===== src/rtl/core/lfu_pkg.sv =====
// ----------------------------------------------------------------------------
// lfu_pkg
// Shared types, sizes and helpers for the LFU cache table.
// ----------------------------------------------------------------------------
package lfu_pkg;

   // Table geometry
   localparam int ENTRIES = 16;
   localparam int IDX_W   = $clog2(ENTRIES);
   localparam int CNT_W   = IDX_W + 1;               // scan counter, holds ENTRIES
   localparam int OCC_W   = $clog2(ENTRIES + 1);     // occupancy, 0..ENTRIES
   localparam int CAP_W   = 5;                       // capacity register
   localparam int WORD_W  = 32;                      // key, value, count, stamp

   // Operation codes
   localparam logic OP_GET = 1'b0;
   localparam logic OP_PUT = 1'b1;

   // Sequencer states
   typedef enum logic [1:0] {
      ST_IDLE,
      ST_SCAN,
      ST_UPDATE,
      ST_OUT
   } state_type;

   // One stored entry
   typedef struct packed {
      logic [WORD_W-1:0] key;
      logic [WORD_W-1:0] value;
      logic [WORD_W-1:0] count;
      logic [WORD_W-1:0] stamp;
   } entry_type;

   // Result of one scan pass
   typedef struct packed {
      logic              hit;
      logic [IDX_W-1:0]  hit_idx;
      logic [WORD_W-1:0] hit_value;
      logic [WORD_W-1:0] hit_count;
      logic              vic_found;
      logic [IDX_W-1:0]  vic_idx;
      logic [WORD_W-1:0] vic_key;
   } scan_result_type;

   // Response payload
   typedef struct packed {
      logic              hit;
      logic [WORD_W-1:0] read_value;
      logic              evicted;
      logic [WORD_W-1:0] evicted_key;
   } rsp_data_type;

   // Saturating increment
   function automatic logic [WORD_W-1:0] sat_inc(input logic [WORD_W-1:0] v);
      logic [WORD_W-1:0] r;
      r = (v == '1) ? v : v + WORD_W'(1);
      return r;
   endfunction

endpackage


===== src/rtl/core/lfu_if.sv =====
// ----------------------------------------------------------------------------
// lfu_if
// Valid/ready channels of the LFU cache table: request, response, config.
// ----------------------------------------------------------------------------

// Request channel
interface lfu_req_if;
   import lfu_pkg::*;
   logic              valid;
   logic              ready;
   logic              op;
   logic [WORD_W-1:0] lookup_key;
   logic [WORD_W-1:0] write_value;

   modport source (output valid, output op, output lookup_key, output write_value,
                   input ready);
   modport sink   (input valid, input op, input lookup_key, input write_value,
                   output ready);
endinterface

// Response channel
interface lfu_rsp_if;
   import lfu_pkg::*;
   logic              valid;
   logic              ready;
   logic              hit;
   logic [WORD_W-1:0] read_value;
   logic              evicted;
   logic [WORD_W-1:0] evicted_key;

   modport source (output valid, output hit, output read_value, output evicted,
                   output evicted_key, input ready);
   modport sink   (input valid, input hit, input read_value, input evicted,
                   input evicted_key, output ready);
endinterface

// Capacity register write channel
interface lfu_csr_if;
   import lfu_pkg::*;
   logic             valid;
   logic             ready;
   logic [CAP_W-1:0] data;

   modport source (output valid, output data, input ready);
   modport sink   (input valid, input data, output ready);
endinterface


===== src/rtl/core/lfu_scan_unit.sv =====
// ----------------------------------------------------------------------------
// lfu_scan_unit
// Per-entry compare unit: looks for the key and tracks the eviction victim
// (lowest use count, then oldest stamp, then lowest index) one entry a cycle.
// ----------------------------------------------------------------------------
module lfu_scan_unit (
   input  logic                     clock,
   input  logic                     reset,
   input  logic                     start,
   input  logic                     cmp_vld,
   input  logic [lfu_pkg::IDX_W-1:0]  cmp_idx,
   input  logic                     cmp_valid_bit,
   input  lfu_pkg::entry_type       cmp_entry,
   input  logic [lfu_pkg::WORD_W-1:0] key,
   output lfu_pkg::scan_result_type result
);
   import lfu_pkg::*;

   logic              hit_ff, hit_in;
   logic [IDX_W-1:0]  hit_idx_ff, hit_idx_in;
   logic [WORD_W-1:0] hit_value_ff, hit_value_in;
   logic [WORD_W-1:0] hit_count_ff, hit_count_in;
   logic              vic_ff, vic_in;
   logic [IDX_W-1:0]  vic_idx_ff, vic_idx_in;
   logic [WORD_W-1:0] vic_count_ff, vic_count_in;
   logic [WORD_W-1:0] vic_stamp_ff, vic_stamp_in;
   logic [WORD_W-1:0] vic_key_ff, vic_key_in;
   logic              better;

   // Victim order: strictly lower count, or equal count and older stamp
   always_comb begin
      better = !vic_ff ||
               (cmp_entry.count < vic_count_ff) ||
               ((cmp_entry.count == vic_count_ff) && (cmp_entry.stamp < vic_stamp_ff));
   end

   // Next state of the trackers
   always_comb begin
      hit_in       = hit_ff;
      hit_idx_in   = hit_idx_ff;
      hit_value_in = hit_value_ff;
      hit_count_in = hit_count_ff;
      vic_in       = vic_ff;
      vic_idx_in   = vic_idx_ff;
      vic_count_in = vic_count_ff;
      vic_stamp_in = vic_stamp_ff;
      vic_key_in   = vic_key_ff;
      if (start) begin
         hit_in = 1'b0;
         vic_in = 1'b0;
      end else if (cmp_vld && cmp_valid_bit) begin
         // first matching entry wins
         if (!hit_ff && (cmp_entry.key == key)) begin
            hit_in       = 1'b1;
            hit_idx_in   = cmp_idx;
            hit_value_in = cmp_entry.value;
            hit_count_in = cmp_entry.count;
         end
         if (better) begin
            vic_in       = 1'b1;
            vic_idx_in   = cmp_idx;
            vic_count_in = cmp_entry.count;
            vic_stamp_in = cmp_entry.stamp;
            vic_key_in   = cmp_entry.key;
         end
      end
   end

   // Flags
   always_ff @(posedge clock) begin
      if (reset) begin
         hit_ff <= 1'b0;
         vic_ff <= 1'b0;
      end else begin
         hit_ff <= hit_in;
         vic_ff <= vic_in;
      end
   end

   // Payload trackers
   always_ff @(posedge clock) begin
      hit_idx_ff   <= hit_idx_in;
      hit_value_ff <= hit_value_in;
      hit_count_ff <= hit_count_in;
      vic_idx_ff   <= vic_idx_in;
      vic_count_ff <= vic_count_in;
      vic_stamp_ff <= vic_stamp_in;
      vic_key_ff   <= vic_key_in;
   end

   always_comb begin
      result.hit       = hit_ff;
      result.hit_idx   = hit_idx_ff;
      result.hit_value = hit_value_ff;
      result.hit_count = hit_count_ff;
      result.vic_found = vic_ff;
      result.vic_idx   = vic_idx_ff;
      result.vic_key   = vic_key_ff;
   end

endmodule


===== src/rtl/core/lfu_cache_table.sv =====
// ----------------------------------------------------------------------------
// lfu_cache_table
// Fully associative key/value table with LFU replacement, LRU tie break.
// ----------------------------------------------------------------------------
// One request item is handled at a time. After the item is accepted the
// sequencer reads the 16-entry table one entry per cycle through the single
// read port of the entry memory, then writes back in the update state and
// loads the response register in the output state, which waits while that
// register is full and not taken. A new item is accepted only in idle. The
// response register lets a finished item wait while the next one is taken
// in. The capacity register may be written at any time the table is idle;
// a write is accepted every cycle. Reset empties the table at once through
// per-entry valid bits.
// ----------------------------------------------------------------------------
module lfu_cache_table (
   input  logic      clock,
   input  logic      reset,
   lfu_req_if.sink   req_ch,
   lfu_rsp_if.source rsp_ch,
   lfu_csr_if.sink   csr_ch
);
   import lfu_pkg::*;

   // Control state
   state_type         state_ff, state_in;
   logic [CNT_W-1:0]  scan_cnt_ff, scan_cnt_in;
   logic              cmp_vld_ff, cmp_vld_in;
   logic [IDX_W-1:0]  cmp_idx_ff;
   logic [CAP_W-1:0]  cap_ff;
   logic [ENTRIES-1:0] valid_ff, valid_in;
   logic [OCC_W-1:0]  occ_ff, occ_in;
   logic [WORD_W-1:0] touch_ff, touch_in;
   logic              rsp_valid_ff, rsp_valid_in;

   // Item payload and results
   logic              op_ff;
   logic [WORD_W-1:0] key_ff;
   logic [WORD_W-1:0] wval_ff;
   rsp_data_type      res_ff, res_in;
   rsp_data_type      rsp_data_ff, rsp_data_in;

   // Entry memory
   entry_type         entry_mem [ENTRIES];
   entry_type         rd_data_ff;
   logic              mem_we;
   logic [IDX_W-1:0]  mem_wa;
   entry_type         mem_wd;

   // Update decisions
   scan_result_type   scan;
   logic              accept;
   logic [OCC_W-1:0]  cap_eff;
   logic              evict;
   logic [ENTRIES-1:0] avail;
   logic              free_found;
   logic [IDX_W-1:0]  free_idx;

   assign accept       = req_ch.valid && req_ch.ready;
   assign req_ch.ready = (state_ff == ST_IDLE);
   assign csr_ch.ready = 1'b1;

   // Capacity register
   always_ff @(posedge clock) begin
      if (reset) begin
         cap_ff <= CAP_W'(ENTRIES);
      end else if (csr_ch.valid) begin
         cap_ff <= csr_ch.data;
      end
   end

   // Item capture
   always_ff @(posedge clock) begin
      if (accept) begin
         op_ff   <= req_ch.op;
         key_ff  <= req_ch.lookup_key;
         wval_ff <= req_ch.write_value;
      end
   end

   // Entry memory: one read port for the scan, one write port for updates
   always_ff @(posedge clock) begin
      rd_data_ff <= entry_mem[scan_cnt_ff[IDX_W-1:0]];
      if (mem_we) begin
         entry_mem[mem_wa] <= mem_wd;
      end
   end

   // Compare index is registered from the read address, in step with the read data
   always_ff @(posedge clock) begin
      cmp_idx_ff <= scan_cnt_ff[IDX_W-1:0];
   end

   lfu_scan_unit u_scan (
      .clock         (clock),
      .reset         (reset),
      .start         (accept),
      .cmp_vld       (cmp_vld_ff),
      .cmp_idx       (cmp_idx_ff),
      .cmp_valid_bit (valid_ff[cmp_idx_ff]),
      .cmp_entry     (rd_data_ff),
      .key           (key_ff),
      .result        (scan)
   );

   // Effective capacity and eviction decision
   always_comb begin
      cap_eff = (cap_ff > CAP_W'(ENTRIES)) ? OCC_W'(ENTRIES) : OCC_W'(cap_ff);
      evict   = (occ_ff >= cap_eff) && scan.vic_found;
      avail   = valid_ff;
      if (evict) begin
         avail[scan.vic_idx] = 1'b0;
      end
   end

   // Lowest free slot after eviction
   always_comb begin
      free_found = 1'b0;
      free_idx   = '0;
      for (int i = ENTRIES - 1; i >= 0; i--) begin
         if (!avail[i]) begin
            free_found = 1'b1;
            free_idx   = IDX_W'(i);
         end
      end
   end

   // Sequencer: next state and update
   always_comb begin
      state_in     = state_ff;
      scan_cnt_in  = scan_cnt_ff;
      cmp_vld_in   = 1'b0;
      valid_in     = valid_ff;
      occ_in       = occ_ff;
      touch_in     = touch_ff;
      res_in       = res_ff;
      rsp_valid_in = rsp_valid_ff;
      rsp_data_in  = rsp_data_ff;
      mem_we       = 1'b0;
      mem_wa       = '0;
      mem_wd       = '0;

      // response register drains independently
      if (rsp_valid_ff && rsp_ch.ready) begin
         rsp_valid_in = 1'b0;
      end

      case (state_ff)
         ST_IDLE: begin
            scan_cnt_in = '0;
            if (accept) begin
               state_in = ST_SCAN;
            end
         end
         ST_SCAN: begin
            if (scan_cnt_ff < CNT_W'(ENTRIES)) begin
               cmp_vld_in  = 1'b1;
               scan_cnt_in = scan_cnt_ff + CNT_W'(1);
            end else begin
               state_in = ST_UPDATE;
            end
         end
         ST_UPDATE: begin
            res_in = '0;
            if (scan.hit) begin
               res_in.hit        = 1'b1;
               res_in.read_value = (op_ff == OP_GET) ? scan.hit_value : '0;
               mem_we       = 1'b1;
               mem_wa       = scan.hit_idx;
               mem_wd.key   = key_ff;
               mem_wd.value = (op_ff == OP_PUT) ? wval_ff : scan.hit_value;
               mem_wd.count = sat_inc(scan.hit_count);
               mem_wd.stamp = touch_ff;
               touch_in     = sat_inc(touch_ff);
            end else if ((op_ff == OP_PUT) && (cap_eff != '0)) begin
               if (evict) begin
                  res_in.evicted     = 1'b1;
                  res_in.evicted_key = scan.vic_key;
               end
               valid_in = avail;
               if (free_found) begin
                  valid_in[free_idx] = 1'b1;
                  mem_we       = 1'b1;
                  mem_wa       = free_idx;
                  mem_wd.key   = key_ff;
                  mem_wd.value = wval_ff;
                  mem_wd.count = WORD_W'(1);
                  mem_wd.stamp = touch_ff;
                  touch_in     = sat_inc(touch_ff);
               end
               occ_in = occ_ff - OCC_W'(evict) + OCC_W'(free_found);
            end
            state_in = ST_OUT;
         end
         ST_OUT: begin
            if (!rsp_valid_ff || rsp_ch.ready) begin
               rsp_valid_in = 1'b1;
               rsp_data_in  = res_ff;
               state_in     = ST_IDLE;
            end
         end
         default: begin
            state_in = ST_IDLE;
         end
      endcase
   end

   // Control registers
   always_ff @(posedge clock) begin
      if (reset) begin
         state_ff     <= ST_IDLE;
         scan_cnt_ff  <= '0;
         cmp_vld_ff   <= 1'b0;
         valid_ff     <= '0;
         occ_ff       <= '0;
         touch_ff     <= '0;
         rsp_valid_ff <= 1'b0;
      end else begin
         state_ff     <= state_in;
         scan_cnt_ff  <= scan_cnt_in;
         cmp_vld_ff   <= cmp_vld_in;
         valid_ff     <= valid_in;
         occ_ff       <= occ_in;
         touch_ff     <= touch_in;
         rsp_valid_ff <= rsp_valid_in;
      end
   end

   // Result payload registers
   always_ff @(posedge clock) begin
      res_ff      <= res_in;
      rsp_data_ff <= rsp_data_in;
   end

   assign rsp_ch.valid       = rsp_valid_ff;
   assign rsp_ch.hit         = rsp_data_ff.hit;
   assign rsp_ch.read_value  = rsp_data_ff.read_value;
   assign rsp_ch.evicted     = rsp_data_ff.evicted;
   assign rsp_ch.evicted_key = rsp_data_ff.evicted_key;

   // Occupancy always matches the number of valid entries
   a_occ_matches_valid: assert property (@(posedge clock) disable iff (reset)
      $countones(valid_ff) == 32'(occ_ff))
      else $error("occupancy count out of step with valid bits");

   // A hit never evicts
   a_hit_no_evict: assert property (@(posedge clock) disable iff (reset)
      rsp_valid_ff |-> !(rsp_data_ff.hit && rsp_data_ff.evicted))
      else $error("response flags both hit and eviction");

   // An accepted item starts a scan from entry zero
   a_accept_scans: assert property (@(posedge clock) disable iff (reset)
      accept |=> (state_ff == ST_SCAN) && (scan_cnt_ff == '0))
      else $error("accepted item did not start a scan");

   // The update state is always followed by the output state
   a_update_once: assert property (@(posedge clock) disable iff (reset)
      (state_ff == ST_UPDATE) |=> (state_ff == ST_OUT))
      else $error("update state did not advance");

   // The table is only written during the update step
   a_write_in_update: assert property (@(posedge clock) disable iff (reset)
      mem_we |-> (state_ff == ST_UPDATE))
      else $error("entry memory written outside update");

endmodule


===== src/flat_wrapper.sv =====
// flat-port wrapper written by rule: the top's interface ports become plain ports
module lfu_cache_table_flat import lfu_pkg::*;
  (clock, reset, req_ch_valid, req_ch_op, req_ch_lookup_key, req_ch_write_value, req_ch_ready, rsp_ch_valid, rsp_ch_hit, rsp_ch_read_value, rsp_ch_evicted, rsp_ch_evicted_key, rsp_ch_ready, csr_ch_valid, csr_ch_data, csr_ch_ready);
  lfu_req_if req_ch_i ();
  lfu_rsp_if rsp_ch_i ();
  lfu_csr_if csr_ch_i ();
  input  logic clock;
  input  logic reset;
  input wire logic [$bits(req_ch_i.valid)-1:0] req_ch_valid;
  input wire logic [$bits(req_ch_i.op)-1:0] req_ch_op;
  input wire logic [$bits(req_ch_i.lookup_key)-1:0] req_ch_lookup_key;
  input wire logic [$bits(req_ch_i.write_value)-1:0] req_ch_write_value;
  output wire logic [$bits(req_ch_i.ready)-1:0] req_ch_ready;
  output wire logic [$bits(rsp_ch_i.valid)-1:0] rsp_ch_valid;
  output wire logic [$bits(rsp_ch_i.hit)-1:0] rsp_ch_hit;
  output wire logic [$bits(rsp_ch_i.read_value)-1:0] rsp_ch_read_value;
  output wire logic [$bits(rsp_ch_i.evicted)-1:0] rsp_ch_evicted;
  output wire logic [$bits(rsp_ch_i.evicted_key)-1:0] rsp_ch_evicted_key;
  input wire logic [$bits(rsp_ch_i.ready)-1:0] rsp_ch_ready;
  input wire logic [$bits(csr_ch_i.valid)-1:0] csr_ch_valid;
  input wire logic [$bits(csr_ch_i.data)-1:0] csr_ch_data;
  output wire logic [$bits(csr_ch_i.ready)-1:0] csr_ch_ready;
  assign req_ch_i.valid = req_ch_valid;
  assign req_ch_i.op = req_ch_op;
  assign req_ch_i.lookup_key = req_ch_lookup_key;
  assign req_ch_i.write_value = req_ch_write_value;
  assign req_ch_ready = req_ch_i.ready;
  assign rsp_ch_valid = rsp_ch_i.valid;
  assign rsp_ch_hit = rsp_ch_i.hit;
  assign rsp_ch_read_value = rsp_ch_i.read_value;
  assign rsp_ch_evicted = rsp_ch_i.evicted;
  assign rsp_ch_evicted_key = rsp_ch_i.evicted_key;
  assign rsp_ch_i.ready = rsp_ch_ready;
  assign csr_ch_i.valid = csr_ch_valid;
  assign csr_ch_i.data = csr_ch_data;
  assign csr_ch_ready = csr_ch_i.ready;
  lfu_cache_table u_core (.clock(clock), .reset(reset), .req_ch(req_ch_i), .rsp_ch(rsp_ch_i), .csr_ch(csr_ch_i));
endmodule

===== config.mk =====
export PLATFORM = sky130hd
export DESIGN_NAME = lfu_cache_table_flat
export DESIGN_NICKNAME = d
export VERILOG_FILES = /design/src/rtl/core/lfu_pkg.sv /design/src/rtl/core/lfu_if.sv /design/src/rtl/core/lfu_scan_unit.sv /design/src/rtl/core/lfu_cache_table.sv /design/src/flat_wrapper.sv
export SDC_FILE = /design/constraint.sdc
export NUM_CORES = 2
export LEC_CHECK = 0
export ABC_AREA = 1
export ABC_CLOCK_PERIOD_IN_PS = 9200
export BUFFER_PORTS_ARGS = -buffer_cell sky130_fd_sc_hd__buf_2
export CORE_MARGIN = 2
export CORE_UTILIZATION = 28
export DETAILED_ROUTE_END_ITERATION = 8
export MAX_ROUTING_LAYER = met4
export SLEW_MARGIN = 40
export SYNTH_ARGS = -nofsm -noshare
export SYNTH_HDL_FRONTEND = slang
export SYNTH_SLANG_ARGS = --single-unit

===== constraint.sdc =====
create_clock -name clock -period 9.2 [get_ports clock]
set_input_delay 0.46 -clock clock [delete_from_list [all_inputs] [get_ports clock]]
set_output_delay 0.46 -clock clock [all_outputs]
set_load 0.03 [all_outputs]

======== After elaboration in Yosys (flattened, before gate mapping) ========
Memories as Yosys holds them, arrays and structs flattened. A register that Yosys moved wholly into a read port is not among the register bits.
Cells that the tools add are included.
operators by class
  add/subtract/negate cells ............... 5
  multiply operators ...................... 0
  div/mod/pow operators ................... 0
  magnitude comparators ................... 10
  equal/unequal tests ..................... 11
  shift-type cells ........................ 0
  muxes and demuxes ....................... 74
  bitwise logic cells ..................... 8
  reduce and logical (&&, ||, !) cells .... 34
operators with widths
  kind                                                                    number
  128-bit two-way mux                                                     4
  32-bit two-way mux                                                      7
  4-bit two-way mux                                                       20
  33-bit two-way mux                                                      2
  32-bit by 1-bit adder with 32-bit output (second input constant)        2
  32-bit equality test                                                    2
  32-bit equality test (second input constant)                            2
  32-bit < comparator                                                     2
  16-bit two-way mux                                                      2
  1-bit two-way mux                                                       29
  16-bit AND                                                              1
  16-bit inverter                                                         1
  16-bit OR                                                               1
  4-bit by 5-bit < comparator with 1-bit output (second input constant)   3
  3-bit AND reduction                                                     5
  5-bit two-way mux                                                       2
  5-bit case mux with 2 select lines                                      1
  1-bit logical AND                                                       9
  1-bit demux with 4-bit select                                           2
  4-bit by 1-bit >= comparator with 1-bit output (second input constant)  2
  2-bit case mux with 4 select lines                                      1
  2-bit AND reduction                                                     4
  2-bit OR reduction                                                      4
  2-bit two-way mux                                                       3
  other kinds (18)                                                        31
storage, ports and cells
  register bits ........................... 438
  latch bits .............................. 0
  memory bits (writable) .................. 2048
  bits in read-only memories .............. 0
  input port bits ......................... 75
  output and inout bits ................... 69
  word-level logic and storage cells ...... 172
  memories kept ........................... 1
memories
  memory            words  width  rd ports  clocked after memory_dff  wr ports  line                   source
  u_core.entry_mem  16     128    1         1                         1         lfu_cache_table.sv:43  entry_type entry_mem [ENTRIES];

======== Longest topological paths before layout ========
  depth after elaboration ................. 29
  depth in mapped cells ................... 30
  mapped depth without buffers ............ 28

======== Modules after synthesis ========
Synthesis repeated with hierarchy kept, for this count alone.
unflattened totals
  cells, all modules ...................... 7635
  area total of the unflattened synthesis .. 101288.4 sq um
by module, submodules not included
  module           instances  cells an instance  area an instance (sq um)  sequential area each (sq um)
  lfu_cache_table  1          7015               93686.1                   71398.5
  lfu_scan_unit    1          620                7602.3                    5084.9

======== Worst setup path before layout ========
Ideal clock, no wire load.
  kind .................................... reg-to-reg
  from .................................... reg u_core.state_ff[0]
  to ...................................... mem u_core.entry_mem[6][0] (netlist bit) (enable)
  arrival ................................. 8.636 ns
  data required time ...................... 8.583 ns
  setup slack ............................. -0.053 ns
  stages on the path, launching flop included .. 9
  path buffers ............................ 0
  period minus slack after synthesis ...... 9.253 ns
  path through ............................ dfxtp_1 -> inv_1 -> ha_1 -> inv_1 -> a21oi_1 -> nand2_1 -> nor2_1 -> nand2_1 -> nor2_1
between the ends
  longest elaborated chain between the ends .. 4
  elaborated cells between the ends (all ways) .. 5
  those cells by class .................... eq/ne: 1; mux: 4
ends and longest elaborated chain
  element                                  line                    source
  from (decl)                              lfu_cache_table.sv:25   state_type state_ff, state_in;
  from (signal assigned)                   lfu_cache_table.sv:218  state_ff <= state_in;
  2-bit equality test *                    lfu_cache_table.sv:147  case (state_ff)
  1-bit two-way mux                        lfu_cache_table.sv:147
  1-bit two-way mux                        lfu_cache_table.sv:83   if (mem_we) begin
  1-bit two-way mux (not written as such)  lfu_cache_table.sv:84   entry_mem[mem_wa] <= mem_wd;
  to (decl)                                lfu_cache_table.sv:43
Mark *: on every way between the ends. The rest lies on a longest branch, timed or not.

======== Worst setup path in the final report ========
  from .................................... reg u_core.cap_ff[0]
  to ...................................... mem u_core.entry_mem[5][100] (netlist bit) (enable)
between the ends
  longest elaborated chain between the ends .. 27
  elaborated cells between the ends (all ways) .. 49
  those cells by class .................... order compare: 2; mux: 44; reduce/logical: 3
ends and longest elaborated chain
  element                                  line                    source
  from (decl)                              lfu_cache_table.sv:29   logic [CAP_W-1:0] cap_ff;
  from (signal assigned)                   lfu_cache_table.sv:65   cap_ff <= CAP_W'(ENTRIES);
  from (signal assigned)                   lfu_cache_table.sv:67   cap_ff <= csr_ch.data;
  5-bit > comparator                       lfu_cache_table.sv:107  cap_eff = (cap_ff > CAP_W'(ENTRIES)) ? OCC_W'(ENTRIES) : OCC_W'(cap_ff);
  5-bit two-way mux *                      lfu_cache_table.sv:107
  5-bit >= comparator                      lfu_cache_table.sv:108  evict = (occ_ff >= cap_eff) && scan.vic_found;
  1-bit logical AND                        lfu_cache_table.sv:108
  16-bit two-way mux                       lfu_cache_table.sv:110  if (evict) begin
  1-bit two-way mux (16 in a row)          lfu_cache_table.sv:120  if (!avail[i]) begin
  1-bit two-way mux                        lfu_cache_table.sv:180  if (free_found) begin
  1-bit two-way mux                        lfu_cache_table.sv:174  end else if ((op_ff == OP_PUT) && (cap_eff != '0)) begin
  1-bit two-way mux                        lfu_cache_table.sv:164  if (scan.hit) begin
  1-bit two-way mux                        lfu_cache_table.sv:147
  1-bit two-way mux                        lfu_cache_table.sv:83
  1-bit two-way mux (not written as such)  lfu_cache_table.sv:84
Marked as above.

==> results.py <==
metrics = {
    "synth": {
        "netlist_area_sq_mm": 0.101,
        "synth.most_common_cell": "edfxtp_1",
        "synth-edff-count": 2413,
        "avgSynthCellArea_sq_um": 13.4,
        "synthArstFlopShare_pct": 0,
        "synth_cell_types": 64,
        "synth_top_cell_area_share_pct": 72.0,
        "ys_seq_area_share_pct": 76.0,
        "syn_nets": 7641,
        "synth_seq_cells": 2614,
        "yosys-top-cells-area": "edfxtp_1 72%, o21ai_0 6.1%, nor2_1 4.9%",
        "synth_top_area_cell": "edfxtp_1",
        "synth_common_cells": "2413 x edfxtp_1, 1325 x nor2_1, 1218 x o21ai_0",
        "synth_cells": 7485,
        "ys.flop_type": "edfxtp_1",
        "synth-warning-count": 0,
    },
    "setup_path": {
        "cpLargestDelayFamily": "simple AND/OR/NAND/NOR gates",
        "required_ns": 9.77,
        "reg2regPathDepth": 22,
        "r2r-end": "u_core.entry_mem[5][100]$_DFFE_PP_",
        "crit_buf_inv": 5,
        "crit_arrival_ns": 6.14,
        "critPathCaptureType": "flop",
        "startpoint_type": "flop",
        "max_stage_delay_ns": 0.63,
        "r2r_start": "u_core.cap_ff[0]$_SDFFE_PP0P_",
        "cpMostUsedCell": "nand2_1",
        "rrSetupSlack_ns": 3.63,
        "critical-path-slowest-cell": "buf_4",
        "path_cells": "nor4_1 -> o21ai_0 -> ha_1 -> nand2_1 -> nor2_1 -> nand2_1 -> nand3_2 -> nand2_2 -> inv_2 -> a31oi_4 -> nand2_1 -> nor2_1 -> inv_2 -> nor2_4 -> nand3_4 -> nand2_4 -> nor2_1 -> nand2_1 -> nor2_4 -> buf_4 -> buf_4 -> buf_12",
        "critPathLaunch": "u_core.cap_ff[0]$_SDFFE_PP0P_",
        "crit_type": "reg -> reg",
        "worst-path-max-fanout": 40,
    },
    "timing": {
        "finalMaxSlewViolations": 0,
        "period_share_pct": 60.5,
        "fin_crit_ns": 5.57,
        "final-setup-viol-count": 0,
        "slew_headroom_pct": 40.9,
        "fin_skew_ns": 0.0881,
        "hold_viol_final": 0,
        "rsz0062_at_grt": "no",
        "setup_slack_ns": 3.63,
        "hold_ws_ns": 0.125,
        "setup_tns_ns": 0,
        "max_freq_mhz": 180,
        "tightest_slew_ns": 0.884,
    },
    "outcome": {
        "outcome": "finished, final reports clean",
    },
    "flow_run": {
        "maxCapViolations": 0,
    },
    "finish": {
        "top_regs": "u_core.entry_mem (2048), u_core.rd_data_ff (128), u_core.res_ff (66)",
        "stdcell_count": 12600,
        "area_growth_pct": 15.5,
        "fin_nets": 7760,
        "postLayoutCoreUtil_pct": 32.5,
        "largest_reg_flops": 2048,
        "fin_area_sq_mm": 0.116,
        "drive_above_1_share_pct": 10.3,
        "fill_cells": 34800,
        "top_register": "u_core.entry_mem",
    },
    "placed_design": {
        "place_ws_ns": 3.54,
        "placed_cell_area_sq_mm": 0.107,
        "placed_cells_incl_taps": 12100,
        "dp.final_hpwl_microns": 143000,
        "port_buffers": 142,
        "gp_congestion": 0.834,
    },
    "worst_hold_path": {
        "min_path_type": "in -> reg",
        "hold_depth": 4,
        "min-delay-start": "rsp_ch_ready",
        "hold_path_end": "u_core.rsp_ch.valid$_SDFF_PP0_",
    },
    "route": {
        "vias": 62200,
        "first_pass_iters": 5,
        "via_per_inst": 4.94,
        "drt-total-wl_microns": 271000,
        "final_antenna_net_count": 0,
        "drt_drc_violations_left": 0,
        "drtIter0Drc": 6388,
        "wl_per_cell_microns": 21.5,
    },
    "grt": {
        "antenna_found_initial": 22,
        "grt_max_degree": 187,
        "grt_pass1_wl_microns": 399000,
        "grt_overflow": 0,
        "grtUsageTotal_pct": 14.8,
        "grt_pass1_vias": 61200,
    },
    "clock_tree": {
        "cts_htree_levels": 4,
        "cts.clk_slew.worst_paths_ns": 0.07,
        "numCtsBuffers": 239,
        "numClockSinks": 2614,
        "cts-resized-gates": 0,
        "cts-root-buf": "clkbuf_16",
        "tritoncts": "yes",
        "post-cts-setup-buffers": 0,
        "insertion_delay_ns": 0.92,
        "cts_buffer_depth": 4,
        "holdBufCountCts": 75,
    },
    "power": {
        "leakage_nw": 36.5,
        "power_mw": 28.3,
        "powerDensity_mw_per_mm2": 244,
        "peakVddDrop_uv": 159,
    },
    "floorplan": {
        "core_sq_mm": 0.358,
        "num_rows": 220,
        "start_util_pct": 28.1,
        "die_area_sq_mm": 0.364,
        "die_h_microns": 604,
        "ioPinCount": 144,
        "die_x_microns": 604,
    },
}
-- report_power, final --
group | total (mW) | leakage [nW] | switching [mW] | internal [mW]
sequential | 14.1 | 22.5 | 0.409 | 13.7
clock | 10.1 | 3.87 | 4.32 | 5.79
combinational | 4.10 | 10.2 | 2.97 | 1.13
total | 28.3 | 36.5 | 7.70 | 20.6
-- worst register-to-register path: cells and delay by family (launching register included) --
| kind | cells | cell delay [ns] |
|---|---|---|
| compound gates | 2 | 0.39 |
| buf+inv | 5 | 2.04 |
| simple gates | 14 | 2.24 |
| flops | 1 | 0.32 |
| fa+ha+maj | 1 | 0.31 |
-- cell usage in the layout, fill, tap and decap left out, types with 35 or more instances in the layout --
master,instances
buf_2,144
o21ai_0,1218
ha_1,79
dlygate4sd3_1,75
edfxtp_1,2413
a21oi_2,35
dfxtp_1,197
nor3_1,38
a21oi_1,107
clkbuf_1,58
nand3_1,83
clkinv_2,35
clkinv_1,36
o211ai_1,78
nand4_1,43
o22ai_1,342
inv_1,305
clkbuf_16,239
nor2_2,71
buf_4,66
o221ai_1,214
nor2_1,1239
nand2_1,327
-- final cells by class --
class / count / area, sq um / share of cell area (%)
multi-input combinational: 4091 / 21700 / 18.7
clock inverter: 124 / 1480 / 1.27
sequential: 2614 / 76500 / 65.8
inverter: 318 / 1230 / 1.06
clock buffer: 317 / 6470 / 5.57
antenna: 10 / 25.0 / 0.0215
timing repair buffer: 340 / 2920 / 2.51
tap: 4773 / 5970 / 5.13
-- kinds of logic after synthesis --
family | count (synthesis) | share of synthesized area, %
simple gates | 1884 | 7.55
mux | 25 | 0.249
buf+inv | 780 | 2.95
fa+ha+maj | 81 | 1.01
other cells | 1 | 0.00373
compound gates | 2056 | 11.9
xor+xnor | 44 | 0.383
flops | 2614 | 76.0
-- worst max-delay path by stage --
stage / to / slack (ns) / cells after the start
6_report: u_core.entry_mem[5][100]$_DFFE_PP_ / 3.63 / 22
5_1_grt: u_core.entry_mem[5][109]$_DFFE_PP_ / 3.17 / 22
4_1_cts: u_core.entry_mem[15][31]$_DFFE_PP_ / 3.55 / 21
3_5_place_dp: u_core.entry_mem[15][105]$_DFFE_PP_ / 3.54 / 21
3_3_place_gp: u_core.entry_mem[2][88]$_DFFE_PP_ / 3.33 / 20
2_1_floorplan: u_core.entry_mem[6][0]$_DFFE_PP_ / -0.05 / 8
-- routing by layer --
metal  global-route usage, %  vias to the layer above  share of wire, %  routed length [microns]
met2                    24.6                     2168                48                   131000
met3                    1.81                      449               6.2                    16900
li1                        -                    28000                 -                        -
met5                       -                        -                 0                        0
met4                    4.49                        0               3.0                     8250
met1                    18.9                    31600                42                   115000
Power figures use the tool's default switching activity.
